**config.mk**
```make
export PLATFORM = sky130hd
export DESIGN_NAME = ntbo_digit_fix
export DESIGN_NICKNAME = d
export VERILOG_FILES = /design/src/design/ntbo_pkg.sv /design/src/design/ntbo_digit_fix.sv
export SDC_FILE = /design/constraint.sdc
export NUM_CORES = 2
export LEC_CHECK = 0
export BUFFER_PORTS_ARGS = -buffer_cell sky130_fd_sc_hd__buf_2
export CORE_UTILIZATION = 52
export CTS_CLUSTER_SIZE = 24
export DETAILED_ROUTE_END_ITERATION = 10
export PLACE_DENSITY = 0.72
export SYNTH_ARGS = -nofsm -noshare
export SYNTH_HDL_FRONTEND = slang
export SYNTH_SLANG_ARGS = --single-unit
```
**constraint.sdc**
```tcl
create_clock -name clock -period 10.1 [get_ports clock]
set_input_delay 1.01 -clock clock [delete_from_list [all_inputs] [get_ports clock]]
set_output_delay 1.01 -clock clock [all_outputs]
set_load 0.005 [all_outputs]
```
**src/design/ntbo_pkg.sv**
```systemverilog
// ----------------------------------------------------------------------------
// ntbo_pkg
// Shared widths and beat/stage types for the two-word by one-word divider.
// ----------------------------------------------------------------------------
package ntbo_pkg;

   localparam int WORD_BITS  = 32;
   localparam int HALF_BITS  = WORD_BITS / 2;
   localparam int DWORD_BITS = 2 * WORD_BITS;
   localparam int STEP_BITS  = 4;
   localparam int DIV_STAGES = HALF_BITS / STEP_BITS;

   typedef logic [WORD_BITS-1:0] word_type;
   typedef logic [HALF_BITS-1:0] half_type;
   typedef logic [HALF_BITS:0]   rhat_type;

   typedef struct packed {
      logic [DWORD_BITS-1:0] dividend;
      word_type              divisor;
   } req_type;

   typedef struct packed {
      word_type quotient;
      word_type remainder;
      logic     invalid;
   } rsp_type;

   typedef struct packed {
      half_type q_hi;
      half_type un_low;
      logic     invalid;
   } side_type;

   typedef struct packed {
      logic     valid;
      word_type u;
      half_type nxt;
      word_type v;
      side_type side;
   } digit_in_type;

   typedef struct packed {
      logic     valid;
      half_type qhat;
      rhat_type rhat;
      half_type nxt;
      word_type v;
      side_type side;
   } est_type;

   typedef struct packed {
      logic     valid;
      half_type q;
      word_type part;
      word_type v;
      side_type side;
   } part_type;

endpackage

```
**src/design/ntbo_digit_fix.sv**
```systemverilog
// ----------------------------------------------------------------------------
// ntbo_digit_fix
// Digit correction: qhat * vn0 product, two low-half product tests, then the
// partial remainder rhat * b + nxt - product.
// ----------------------------------------------------------------------------
module ntbo_digit_fix (
   input  logic               clock,
   input  logic               reset,
   input  ntbo_pkg::est_type  est_in,
   output ntbo_pkg::part_type part_out
);
   import ntbo_pkg::*;

   typedef struct packed {
      logic     valid;
      half_type q;
      rhat_type rhat;
      word_type p;
      half_type nxt;
      word_type v;
      side_type side;
   } fix_stage_type;

   fix_stage_type mul_in, mul_ff;
   fix_stage_type cor1_in, cor1_ff;
   fix_stage_type cor2_in, cor2_ff;
   part_type      out_in, out_ff;
   logic [WORD_BITS:0] part_full;

   function automatic fix_stage_type correct(fix_stage_type cur);
      fix_stage_type res;
      res = cur;
      if (!cur.rhat[HALF_BITS] && (cur.p > {cur.rhat[HALF_BITS-1:0], cur.nxt})) begin
         res.q    = cur.q - half_type'(1);
         res.rhat = cur.rhat + {1'b0, cur.v[WORD_BITS-1:HALF_BITS]};
         res.p    = cur.p - WORD_BITS'(cur.v[HALF_BITS-1:0]);
      end
      return res;
   endfunction

   always_comb begin
      mul_in.valid = est_in.valid;
      mul_in.q     = est_in.qhat;
      mul_in.rhat  = est_in.rhat;
      mul_in.p     = WORD_BITS'(est_in.qhat) * WORD_BITS'(est_in.v[HALF_BITS-1:0]);
      mul_in.nxt   = est_in.nxt;
      mul_in.v     = est_in.v;
      mul_in.side  = est_in.side;
      cor1_in      = correct(mul_ff);
      cor2_in      = correct(cor1_ff);
      part_full    = {cor2_ff.rhat, cor2_ff.nxt} - {1'b0, cor2_ff.p};
      out_in.valid = cor2_ff.valid;
      out_in.q     = cor2_ff.q;
      out_in.part  = part_full[WORD_BITS-1:0];
      out_in.v     = cor2_ff.v;
      out_in.side  = cor2_ff.side;
   end

   always_ff @(posedge clock) begin
      if (reset) begin
         mul_ff  <= '0;
         cor1_ff <= '0;
         cor2_ff <= '0;
         out_ff  <= '0;
      end else begin
         mul_ff  <= mul_in;
         cor1_ff <= cor1_in;
         cor2_ff <= cor2_in;
         out_ff  <= out_in;
      end
   end

   assign part_out = out_ff;

endmodule

```
==> flow_summary.ini <==
[grt]
grt_pass1_wl_mm = 113
grt_max_degree = 137
antenna_found_initial = 1
grtUsageTotal_pct = 23.1
grt_pass1_vias = 22000
grt_overflow = 0

[sta]
period_minus_slack_ns = 6.30
hold_viol = 0
rsz0062_at_grt = no
maxSlewViolCount = 0
worst_clock_skew_ns = 0.0291
setup_viol = 0
relSlewSlack_pct = 21.8
max_freq_mhz = 159
fin_setup_tns_ns = 0
worst_pin_slew_ns = 1.17
period_share_pct = 62.4

[yosys]
netlist_area_um2 = 31000
synth_area_per_cell_um2 = 9.19
ys_seq_elements = 554
yosys_warnings = 0
ys_async_sr_fraction_pct = 0
synth_cell_type_count = 72
synth_ff_type = dfxtp_1
synth_nets = 3956
syn_inst = 3376
synth-edff-count = 0
yosysSeqAreaShare_pct = 35.7

[pwr]
p_leak_nw = 16.1
ir_drop_mv = 0.316
power.density_nw_per_um2 = 323

[routing]
wl_mm = 69.9
detail_route.wl_per_cell_um = 16.0
drt_iter0_drc = 1339
first_pass_iters = 5
drt_drc_violations_left = 0
vias = 22600
viasPerCell = 5.18
ant_nets = 0

[final_layout]
syn_to_final_growth_pct = 12.3
final_nets = 4125
fin_area_um2 = 34800
final_layout_size_suffix_gt1_share_pct = 10.5

[setup_path]
arrival_ns = 6.78
critPathRequiredTime_ns = 10.58
end_kind = flip-flop
path_cells = buf_2, nand2_1, fa_1, fa_1, fa_1, fa_1, inv_1, fa_1, inv_1, fa_1, inv_1, ha_1, a21oi_1, o311ai_0, and4_1, o2111a_1, or2_2, a21boi_0, xor2_1, nor2_1
cp_top_family = adder cells
timing.rr.start = mul_ff[127]
cpMaxStageDelayCell = fa_1
start_kind = primary input
cp_num_buf_inv = 4
cpPeakStageDelay_ns = 0.58
critical_path_peak_fanout = 17
worst-setup-path-type = primary input to flip-flop
critPathLaunch = est_in[108]
crit_top_cell = fa_1

[clock_tree]
cts.hold.buffers_added = 0
clock-sinks = 554
cts_setup_buffers = 0
h-tree-depth = 2
cts_buffer_depth = 3
cts_tree = done
cts_resized = 0
path_clk_slew_ns = 0.06
cts_buffers = 57
cts_root_buf = clkbuf_16
clk_latency_ns = 0.63

[floorplanning]
die_x_um = 246
coreArea_um2 = 59000
die_h_um = 246
initial_core_util_pct = 52.6
ioPinCount = 231
dieArea_um2 = 60700
std_cell_rows = 89

[hold_path]
hold_class = flip-flop to flip-flop
holdCritStartpoint = cor1_in[1]

[run_status]
status = finished clean

[place]
placed_cell_area_um2 = 32800
port_buffers = 230
gp_congestion = 0.899
hpwl_mm = 52.1

[flow_run]
maxCapViolations = 0
## path summary, 6_finish.rpt
check | end | slack [ns] | depth (start not counted)
setup / recovery | mul_ff[107] | 3.80 | 20
hold / removal | cor1_ff[1] | 0.43 | 1
setup reg to reg | cor1_ff[106] | 6.27 | 11
hold reg to reg | cor1_ff[1] | 0.43 | 1
## Yosys cell counts (11+ instances only)
cell type,count,area [um2]
inv_1,401,1510
and2_1,125,782
a31oi_1,21,131
nand3_1,43,215
or4_1,17,128
nor3_1,43,215
nand4_1,16,100
dfxtp_1,554,11100
nand2b_1,29,181
nor2b_1,341,2130
mux2i_1,16,160
ha_1,264,3300
fa_1,199,3980
nand2_1,233,875
o211ai_1,11,82.6
or3_1,24,150
nor4_1,22,138
mux2_2,12,135
a21oi_1,130,651
xor2_1,36,315
a21o_1,66,495
clkbuf_1,120,450
nor2_1,283,1060
xnor2_1,70,613
o31ai_1,17,128
o21ai_0,79,395
and3_1,11,68.8
a211oi_1,17,128
o21a_1,24,180
## through the flow
stage | total power [W] | hold WS (ns) | instances | worst slack, ns | util, %
after global placement | 0.00895 | 0.415 | 4259 | 3.25 | 55.5
after detailed placement | 0.00901 | 0.422 | 4259 | 3.14 | 55.5
after floorplan | 0.00759 | 0.414 | 3376 | 3.54 | -
final | 0.0113 | 0.432 | 4368 | 3.80 | 59.0
after global routing | 0.0123 | 0.447 | 4368 | 3.51 | 59.0
after CTS | 0.0113 | 0.434 | 4367 | 3.83 | 59.0
## cell families after synthesis
| logic type | count (synthesis) | synth area share [%] |
|---|---|---|
| and+or+nand+nor | 1225 | 20.4 |
| DFF | 554 | 35.7 |
| buffers and inverters | 531 | 6.43 |
| AOI/OAI and AO/OA | 469 | 9.99 |
| adders and majority gates | 463 | 23.5 |
| xor gates and xnor gates | 106 | 2.99 |
| muxes | 28 | 0.951 |
## per-layer routing
layer,wire length [um],track usage [%],up-vias
li1,-,-,11300
met1,32600,31.9,10600
met2,32200,37.6,562
met3,3620,3.15,103
met4,1550,6.30,0
met5,0,0,-
## sequential cells by signal, indices dropped and copies added, names as in the netlist
signal,cells
mul_ff,65
cor1_ff,147
part_out,114
cor2_ff,146
cor1_in,82
## worst reg2reg max path, cell delays in order (launching register included)
cell and delay, ns:
dfxtp_1 0.39, inv_1 0.08, ha_1 0.29, nand4_1 0.12, or3_1 0.44, nor2_1 0.28
nand2_1 0.15, o22a_2 0.22, buf_4 0.32, or4_1 0.75, or4_1 0.51, a21oi_1 0.18
## cell usage in the layout (no fill, tap or decap), types with 11 or more instances in the layout
cell type | Yosys | layout
nand2_1 | 233 | 233
nand2b_1 | 29 | 29
and3_1 | 11 | 11
a211oi_1 | 17 | 17
buf_2 | 2 | 229
clkbuf_16 | 0 | 58
xnor2_1 | 70 | 70
and2_1 | 125 | 125
inv_1 | 401 | 401
nand4_1 | 16 | 16
nand3_1 | 43 | 43
o31ai_1 | 17 | 17
nor2_1 | 283 | 283
clkinv_2 | 0 | 11
xor2_1 | 36 | 36
ha_1 | 264 | 264
o21ai_0 | 79 | 79
a31oi_1 | 21 | 21
o211ai_1 | 11 | 11
mux2i_1 | 16 | 16
nor3_1 | 43 | 43
or3_1 | 24 | 24
a21oi_1 | 130 | 130
nor4_1 | 22 | 22
dfxtp_1 | 554 | 554
a21o_1 | 66 | 66
nor2b_1 | 341 | 341
o21a_1 | 24 | 24
or4_1 | 17 | 17
mux2_2 | 12 | 12
fa_1 | 199 | 199
## power by group
part	total, W	switching (W)	internal, W
Combinational	0.00629	0.00363	0.00267
Sequential	0.00273	0.000203	0.00253
Clock	0.00223	0.000911	0.00132
## layout make-up
type | count | area, um2
diodes | 1 | 2.50
clock buffers | 70 | 1600
clock inverters | 38 | 484
fillers | 5174 | 24200
inverters | 401 | 1510
multi-input cells | 2291 | 18000
flip-flops and latches | 554 | 11100
well taps | 773 | 967
repair buffers | 240 | 1240
Note: power is estimated with default switching activity, not from simulation.
