## config.mk

```make
export PLATFORM = sky130hd
export DESIGN_NAME = ntbo_digit_div
export DESIGN_NICKNAME = d
export VERILOG_FILES = /design/src/design/ntbo_pkg.sv /design/src/design/ntbo_digit_div.sv
export SDC_FILE = /design/constraint.sdc
export NUM_CORES = 1
export LEC_CHECK = 0
export BUFFER_PORTS_ARGS = -buffer_cell sky130_fd_sc_hd__buf_2
export CAP_MARGIN = 10
export CORE_MARGIN = 2
export CORE_UTILIZATION = 55
export DETAILED_ROUTE_END_ITERATION = 6
export GPL_TIMING_DRIVEN = 1
export HOLD_SLACK_MARGIN = 0.15
export PLACE_DENSITY_LB_ADDON = 0.05
export SYNTH_ARGS = -nofsm -noshare
export SYNTH_HDL_FRONTEND = slang
export SYNTH_SLANG_ARGS = --single-unit
```

## constraint.sdc

```tcl
create_clock -name clock -period 10.34 [get_ports clock]
set_clock_uncertainty 0.2 [all_clocks]
set_input_delay 0.517 -clock clock [delete_from_list [all_inputs] [get_ports clock]]
set_output_delay 0.517 -clock clock [all_outputs]
set_load 0.005 [all_outputs]
```

## src/design/ntbo_pkg.sv

```systemverilog
// ----------------------------------------------------------------------------
// ntbo_pkg
// Shared widths and beat/stage types for the two-word by one-word divider.
// ----------------------------------------------------------------------------
package ntbo_pkg;

   localparam int WORD_BITS  = 32;
   localparam int HALF_BITS  = WORD_BITS / 2;
   localparam int DWORD_BITS = 2 * WORD_BITS;
   localparam int STEP_BITS  = 4;
   localparam int DIV_STAGES = HALF_BITS / STEP_BITS;

   typedef logic [WORD_BITS-1:0] word_type;
   typedef logic [HALF_BITS-1:0] half_type;
   typedef logic [HALF_BITS:0]   rhat_type;

   typedef struct packed {
      logic [DWORD_BITS-1:0] dividend;
      word_type              divisor;
   } req_type;

   typedef struct packed {
      word_type quotient;
      word_type remainder;
      logic     invalid;
   } rsp_type;

   typedef struct packed {
      half_type q_hi;
      half_type un_low;
      logic     invalid;
   } side_type;

   typedef struct packed {
      logic     valid;
      word_type u;
      half_type nxt;
      word_type v;
      side_type side;
   } digit_in_type;

   typedef struct packed {
      logic     valid;
      half_type qhat;
      rhat_type rhat;
      half_type nxt;
      word_type v;
      side_type side;
   } est_type;

   typedef struct packed {
      logic     valid;
      half_type q;
      word_type part;
      word_type v;
      side_type side;
   } part_type;

endpackage

```

## src/design/ntbo_digit_div.sv

```systemverilog
// ----------------------------------------------------------------------------
// ntbo_digit_div
// Pipelined half-word digit estimate: u / vn1, STEP_BITS quotient bits per
// stage, clamped to the largest digit when the top half of u equals vn1.
// ----------------------------------------------------------------------------
module ntbo_digit_div (
   input  logic                  clock,
   input  logic                  reset,
   input  ntbo_pkg::digit_in_type d_in,
   output ntbo_pkg::est_type     est_out
);
   import ntbo_pkg::*;

   typedef struct packed {
      logic     valid;
      logic     clamp;
      half_type rem;
      half_type quo;
      half_type low;
      rhat_type rhat_clamp;
      half_type nxt;
      word_type v;
      side_type side;
   } div_stage_type;

   div_stage_type entry;
   div_stage_type div_in [DIV_STAGES];
   div_stage_type div_ff [DIV_STAGES];

   function automatic div_stage_type div_step(div_stage_type cur);
      logic [HALF_BITS:0] trial;
      logic [HALF_BITS:0] dvs;
      div_stage_type      res;
      res = cur;
      dvs = {1'b0, cur.v[WORD_BITS-1:HALF_BITS]};
      for (int i = 0; i < STEP_BITS; i++) begin
         trial   = {res.rem, res.low[HALF_BITS-1]};
         res.low = {res.low[HALF_BITS-2:0], 1'b0};
         if (trial >= dvs) begin
            res.rem = HALF_BITS'(trial - dvs);
            res.quo = {res.quo[HALF_BITS-2:0], 1'b1};
         end else begin
            res.rem = trial[HALF_BITS-1:0];
            res.quo = {res.quo[HALF_BITS-2:0], 1'b0};
         end
      end
      return res;
   endfunction

   always_comb begin
      entry.valid      = d_in.valid;
      entry.clamp      = (d_in.u[WORD_BITS-1:HALF_BITS] == d_in.v[WORD_BITS-1:HALF_BITS]);
      entry.rem        = d_in.u[WORD_BITS-1:HALF_BITS];
      entry.quo        = '0;
      entry.low        = d_in.u[HALF_BITS-1:0];
      entry.rhat_clamp = {1'b0, d_in.u[HALF_BITS-1:0]} + {1'b0, d_in.v[WORD_BITS-1:HALF_BITS]};
      entry.nxt        = d_in.nxt;
      entry.v          = d_in.v;
      entry.side       = d_in.side;
      div_in[0] = div_step(entry);
      for (int s = 1; s < DIV_STAGES; s++) begin
         div_in[s] = div_step(div_ff[s-1]);
      end
   end

   always_ff @(posedge clock) begin
      for (int s = 0; s < DIV_STAGES; s++) begin
         if (reset) begin
            div_ff[s] <= '0;
         end else begin
            div_ff[s] <= div_in[s];
         end
      end
   end

   always_comb begin
      est_out.valid = div_ff[DIV_STAGES-1].valid;
      est_out.qhat  = div_ff[DIV_STAGES-1].clamp ? '1 : div_ff[DIV_STAGES-1].quo;
      est_out.rhat  = div_ff[DIV_STAGES-1].clamp ? div_ff[DIV_STAGES-1].rhat_clamp
                                                 : {1'b0, div_ff[DIV_STAGES-1].rem};
      est_out.nxt   = div_ff[DIV_STAGES-1].nxt;
      est_out.v     = div_ff[DIV_STAGES-1].v;
      est_out.side  = div_ff[DIV_STAGES-1].side;
   end

endmodule

```

==> flow_summary_export.csv, run 1 <==
group,metric,value,unit
timing,layout_worst_path_cycle_share,95.4,%
routing,finalWirelength,74300,um
synthesis,synth_edf_count,0,
floorplanning,start_util,55.6,%
grt,grt_usage,25.6,%
layout,largestRegisters,"div_ff x528",
synthesis,yosys_warnings,0,
min_path,hold_class,"in2reg",
synthesis,yosys.area_share.simple,19.3,%
critical_path,worstPathArrival,10.11,ns
grt,antenna_found_initial,1,
grt,gr-total-overflow,0,
critical_path,critPathMaxFanout,19,
placement,port_buffers,230,
layout,final_nets,4049,
clocking,clock-sinks,528,
synthesis,synth_top_family_by_area,"simple AND/OR/NAND/NOR gates",
floorplanning,core,53800,um^2
synthesis,ys_async_sr_fraction,0,%
routing,vias,23817,
layout,multi_input_area,18200,um^2
timing,period_minus_slack,9.86,ns
critical_path,crit_path_max_incr_delay,0.45,ns
floorplanning,io_pins,231,
layout,final_layout_size_suffix_gt1_share,16.9,%
floorplanning,die_area,56300,um^2
floorplanning,fp.dieW,237,um
routing,routedWlPerCell,16.9,um
placement,dp_hpwl,56900,um
layout,largest_reg_flops,528,
critical_path,worstSetupStartpointType,"register",
layout,finalInstanceArea,35000,um^2
floorplanning,die_y,237,um
synthesis,seq_area_frac_synth,35.3,%
critical_path,crit_slowest_cell,"o41ai_4",
floorplanning,num_rows,85,
clocking,clk_pin_slew,0.06,ns
status,outcome,"finished clean",
synthesis,synth_xor_area_share,6.26,%
placement,gp_routability_congestion,0.930,
timing,maxSlewViolCount,0,
routing,ant_nets,0,
layout,syn2layout_area_growth,17.0,%
synthesis,synthesis.area,29900,um^2
critical_path,cp.required,10.58,ns
clocking,cts_buffers,53,
clocking,root_buffer,"clkbuf_16",
placement,place_area,31600,um^2
clocking,htreeDepth,2,
layout,regArea,10600,um^2
synthesis,synth_compound_area_share,15.1,%
clocking,cts_max_path_buffers,3,
synthesis,synth.net_count,3765,
routing,drt_first_pass_iters,5,
clocking,clock_latency,0.59,ns
synthesis,synth_ff_type,"dfxtp_1",
synthesis,postSynthAreaPerCell,8.91,um^2
run,timing.max_cap.violations,0,
grt,grt_pass1_vias,23238,
clocking,cts_tree,"yes",
layout,nFillCells,4536,
synthesis,synth_cells,3360,
routing,drtIter0Drc,1140,
timing,tightest_slew,1.15,ns
critical_path,cp_common_cell,"o31a_1",
synthesis,post_synth_mux_area_share,5.86,%
routing,routed_via_density,5.44,
synthesis,synthAdderAreaFrac,12.5,%
timing,max_freq,101,MHz
critical_path,end_kind,"register",
timing,hold_violations,0,
synthesis,yosysUniqueCellTypes,84,
timing,slew_headroom,23.5,%
routing,drc,0,
critical_path,worstSetupPathType,"reg2reg",
synthesis,synth-seq-cells,528,
timing,setup_violations,0,
grt,grt_max_degree,210,
layout,top_register,"div_ff",
grt,grt_pass1_wl,118000,um
-- through the flow --
step	setup WS [ns]	TNS, ns	hold slack [ns]	std cells	utilization (%)
finish	0.475	0	0.181	4382	65.1
floorplan	0.0874	0	0.214	3360	-
global placement	-0.309	-4.21	0.215	4185	58.8
global route	-0.0605	-0.325	0.177	4382	65.1
detailed placement	-0.417	-13.27	0.220	4185	58.8
CTS	0.0160	0	0.154	4368	64.1
-- final cells by class --
class | instances | area share (%)
repair buffers | 418 | 8.20
clock buffers | 74 | 4.42
multi-input cells | 2478 | 51.9
diodes | 1 | 0.00715
well taps | 696 | 2.49
clock inverters | 22 | 1.07
flip-flops and latches | 528 | 30.2
inverters | 165 | 1.77
-- cell families after synthesis --
logic type	Yosys count
mux	165
xor+xnor	214
buf+inv	356
compound gates	693
fa+ha+maj	289
simple gates	1115
flops	528
-- worst max-delay path, delay by kind of cell (launching register included) --
family / cells / cell delay [ns]
AO/OA/AOI/OAI: 26 / 5.54
adder cells (fa/ha/maj): 4 / 1.35
buffers and inverters: 5 / 0.87
flip-flops: 1 / 0.30
multiplexers: 3 / 0.75
AND/OR/NAND/NOR: 4 / 0.67
-- cell usage in the layout, fill, tap and decap left out, types with 19 or more instances in the layout --
| master | count |
|---|---|
| inv_1 | 163 |
| buf_4 | 97 |
| dfxtp_1 | 525 |
| nand4_1 | 36 |
| o21bai_1 | 19 |
| or2_2 | 26 |
| nor2_1 | 290 |
| nor3_1 | 46 |
| o21a_1 | 44 |
| clkbuf_16 | 54 |
| mux2i_1 | 78 |
| nor2b_1 | 409 |
| ha_1 | 266 |
| a21oi_1 | 195 |
| xor2_1 | 92 |
| buf_2 | 229 |
| o21ai_0 | 129 |
| a211oi_1 | 23 |
| mux2_2 | 80 |
| xnor2_1 | 122 |
| nand3_1 | 38 |
| a21o_1 | 87 |
| nand2b_1 | 39 |
| nand2_1 | 164 |
| dlygate4sd3_1 | 84 |
-- worst paths after layout --
| check | from | endpoint | slack [ns] | depth (start not counted) |
|---|---|---|---|---|
| worst max-delay path | div_ff[1][52] | div_ff[2][136] | 0.48 | 42 |
| worst min-delay path | d_in[60] | div_ff[0][60] | 0.18 | 3 |
| worst max register to register | div_ff[1][52] | div_ff[2][136] | 0.48 | 42 |
| worst min register to register | div_ff[0][92] | div_ff[1][92] | 0.21 | 1 |
-- routing by layer --
metal | wire, um | up-vias | global-route usage, %
met4 | 2200 | 0 | 8.14
li1 | - | 12057 | -
met3 | 2730 | 144 | 3.26
met1 | 32300 | 11128 | 31.7
met5 | 0 | - | 0
met2 | 37000 | 488 | 46.2
-- synthesized netlist by cell type (5+ instances only) --
cell,instances,share of area [%]
a2111oi_0,5,0.15
a211o_1,7,0.20
a211oi_1,25,0.63
a21boi_0,6,0.15
a21o_1,87,2.2
a21oi_1,207,3.5
a221oi_1,6,0.18
a31oi_1,18,0.38
a41oi_1,5,0.15
and2_1,6,0.13
and3_1,6,0.13
buf_1,8,0.10
buf_2,15,0.25
buf_4,85,2.1
clkbuf_1,79,0.99
dfxtp_1,528,35
fa_1,17,1.1
ha_1,272,11
inv_1,165,2.1
mux2_2,81,3.0
mux2i_1,84,2.8
nand2_1,165,2.1
nand2b_1,41,0.86
nand3_1,39,0.65
nand4_1,36,0.75
nor2_1,290,3.6
nor2b_1,410,8.6
nor3_1,47,0.79
nor3b_1,5,0.13
nor4_1,13,0.27
o2111ai_1,7,0.20
o211ai_1,15,0.38
o21a_1,45,1.1
o21ai_0,141,2.4
o21bai_1,19,0.48
o221ai_1,14,0.41
o31a_1,10,0.29
o31ai_1,15,0.38
o41ai_1,10,0.29
or2_2,26,0.54
or3_1,16,0.33
xnor2_1,122,3.6
xor2_1,92,2.7
-- repair_timing --
action	CTS	global route
hold endpoints to repair	85	0
pin swaps	1	16
endpoints found under the setup margin	34	68
buffers inserted	3	11
gates cloned	0	2
hold buffers	84	0
gates resized for setup	8	97
Power of run 1 is not shown: default switching activity piles up to over one toggle a cycle in this logic, so the estimate is an artifact.
==> inputs of run 2 (changes only) <==
PLACE_DENSITY = 0.77   (was default)
PLACE_DENSITY_LB_ADDON = default   (was 0.05)
==> flow_summary_export.csv, run 2 (same netlist as run 1, synthesis figures left out) <==
group,metric,value,unit
timing,setup_violations,0,
clocking,clk_pin_slew,0.07,ns
layout,utilization,64.5,%
floorplanning,start_util,55.6,%
grt,grt_max_degree,152,
grt,gr-total-overflow,0,
timing,maxSlewViolCount,0,
layout,largest_reg_flops,528,
timing,period_minus_slack,10.01,ns
placement,dp_hpwl,55600,um
grt,grt_pass1_vias,22727,
floorplanning,num_rows,85,
floorplanning,io_pins,231,
critical_path,critPathMaxFanout,18,
routing,routedWlPerCell,17.0,um
clocking,cts_max_path_buffers,3,
floorplanning,die_y,237,um
timing,layout_worst_path_cycle_share,96.8,%
layout,final_layout_size_suffix_gt1_share,16.3,%
critical_path,crit_slowest_cell,"o41ai_1",
floorplanning,fp.dieW,237,um
status,outcome,"finished clean",
placement,port_buffers,230,
min_path,hold_class,"in2reg",
min_path,whs_path_depth,3,
critical_path,crit_path_max_incr_delay,0.60,ns
layout,layout_commonest_cell,"dfxtp_1",
critical_path,end_kind,"register",
critical_path,r2r_cells,42,
floorplanning,core,53800,um^2
floorplanning,die_area,56300,um^2
routing,drc,0,
layout,syn2layout_area_growth,16.0,%
grt,grt_usage,25.7,%
clocking,cts_buffers,52,
clocking,clock-sinks,528,
layout,largestRegisters,"div_ff x528",
grt,grt_pass1_wl,117000,um
placement,gp_routability_congestion,0.972,
routing,drtIter0Drc,1532,
layout,final_cell_mix,"524 x dfxtp_1, 410 x nor2b_1, 289 x nor2_1, 270 x ha_1, 229 x buf_2",
routing,routed_via_density,5.44,
routing,drt_first_pass_iters,5,
run,timing.max_cap.violations,0,
timing,hold_violations,0,
layout,top_register,"div_ff",
clocking,htreeDepth,2,
clocking,cts_tree,"yes",
grt,antenna_found_initial,8,
clocking,root_buffer,"clkbuf_16",
critical_path,worstSetupStartpointType,"primary input",
layout,final_nets,4050,
routing,finalWirelength,74600,um
routing,ant_nets,0,
timing,max_freq,99.9,MHz
critical_path,worstSetupPathType,"in2reg",
clocking,clock_latency,0.61,ns
timing,slew_headroom,28.6,%
critical_path,worstPathArrival,10.27,ns
timing,tightest_slew,1.07,ns
critical_path,cp.required,10.60,ns
routing,vias,23896,
run 2: cell count changes in the layout (fill, tap and decap cells not counted), sizes merged:
cell	delta
buf	+5
bufinv	-2
clkinv	+7
clkinvlp	-1
diode	+3
dlygate4sd3	-1
inv	-2
o21a	-1
or3b	-1
run 2: cell type report:
| class | count | area (um^2) |
|---|---|---|
| fill | 4424 | 19100 |
| multi-input combinational | 2476 | 17900 |
| inverter | 165 | 623 |
| antenna | 4 | 10.0 |
| clock buffer | 74 | 1490 |
| tap | 696 | 871 |
| timing repair buffer | 422 | 2900 |
| sequential | 528 | 10600 |
| clock inverter | 24 | 354 |
run 2: critical path: cells and delay by family:
family / cells / cell delay, ns
AO/OA/AOI/OAI: 23 / 5.31
AND/OR/NAND/NOR: 6 / 0.78
buffers and inverters: 6 / 1.45
multiplexers: 3 / 0.75
XOR/XNOR: 1 / 0.20
adder cells (fa/ha/maj): 4 / 1.25
run 2: layer usage:
metal / vias to the layer above / global-route usage [%] / wire length (um)
met5: - / 0 / 41
met4: 6 / 10.7 / 2990
met3: 184 / 3.62 / 3990
met2: 656 / 43.8 / 35300
met1: 10976 / 32.8 / 32200
li1: 12074 / - / -
run 2: worst paths after layout:
kind / from / to / slack (ns)
setup / recovery: d_in[51] / div_ff[0][129] / 0.33
hold / removal: d_in[63] / div_ff[0][63] / 0.19
setup reg to reg: div_ff[1][50] / div_ff[2][137] / 0.52
hold reg to reg: div_ff[0][95] / div_ff[1][95] / 0.22
run 2: timing repair:
| item | in CTS | in global routing |
|---|---|---|
| endpoints found under the setup margin | 34 | 68 |
| hold buffers | 83 | 0 |
| endpoints found under the hold margin | 86 | 0 |
| resized for setup | 5 | 63 |
| pin swaps | 1 | 11 |
| setup buffers | 2 | 11 |
run 2: stage by stage:
stage | instances | setup slack, ns | hold slack [ns] | instance area [um^2] | setup TNS [ns]
after global placement | 4191 | -0.206 | 0.215 | 31700 | -2.72
after floorplan | 3360 | 0.0874 | 0.214 | 29900 | 0
after global routing | 4389 | -0.0573 | 0.200 | 34700 | -0.707
after CTS | 4374 | 0.00938 | 0.158 | 34400 | 0
after detailed placement | 4191 | -0.263 | 0.220 | 31700 | -5.26
final | 4389 | 0.329 | 0.194 | 34700 | 0
Power of run 2 is left out for the same reason.
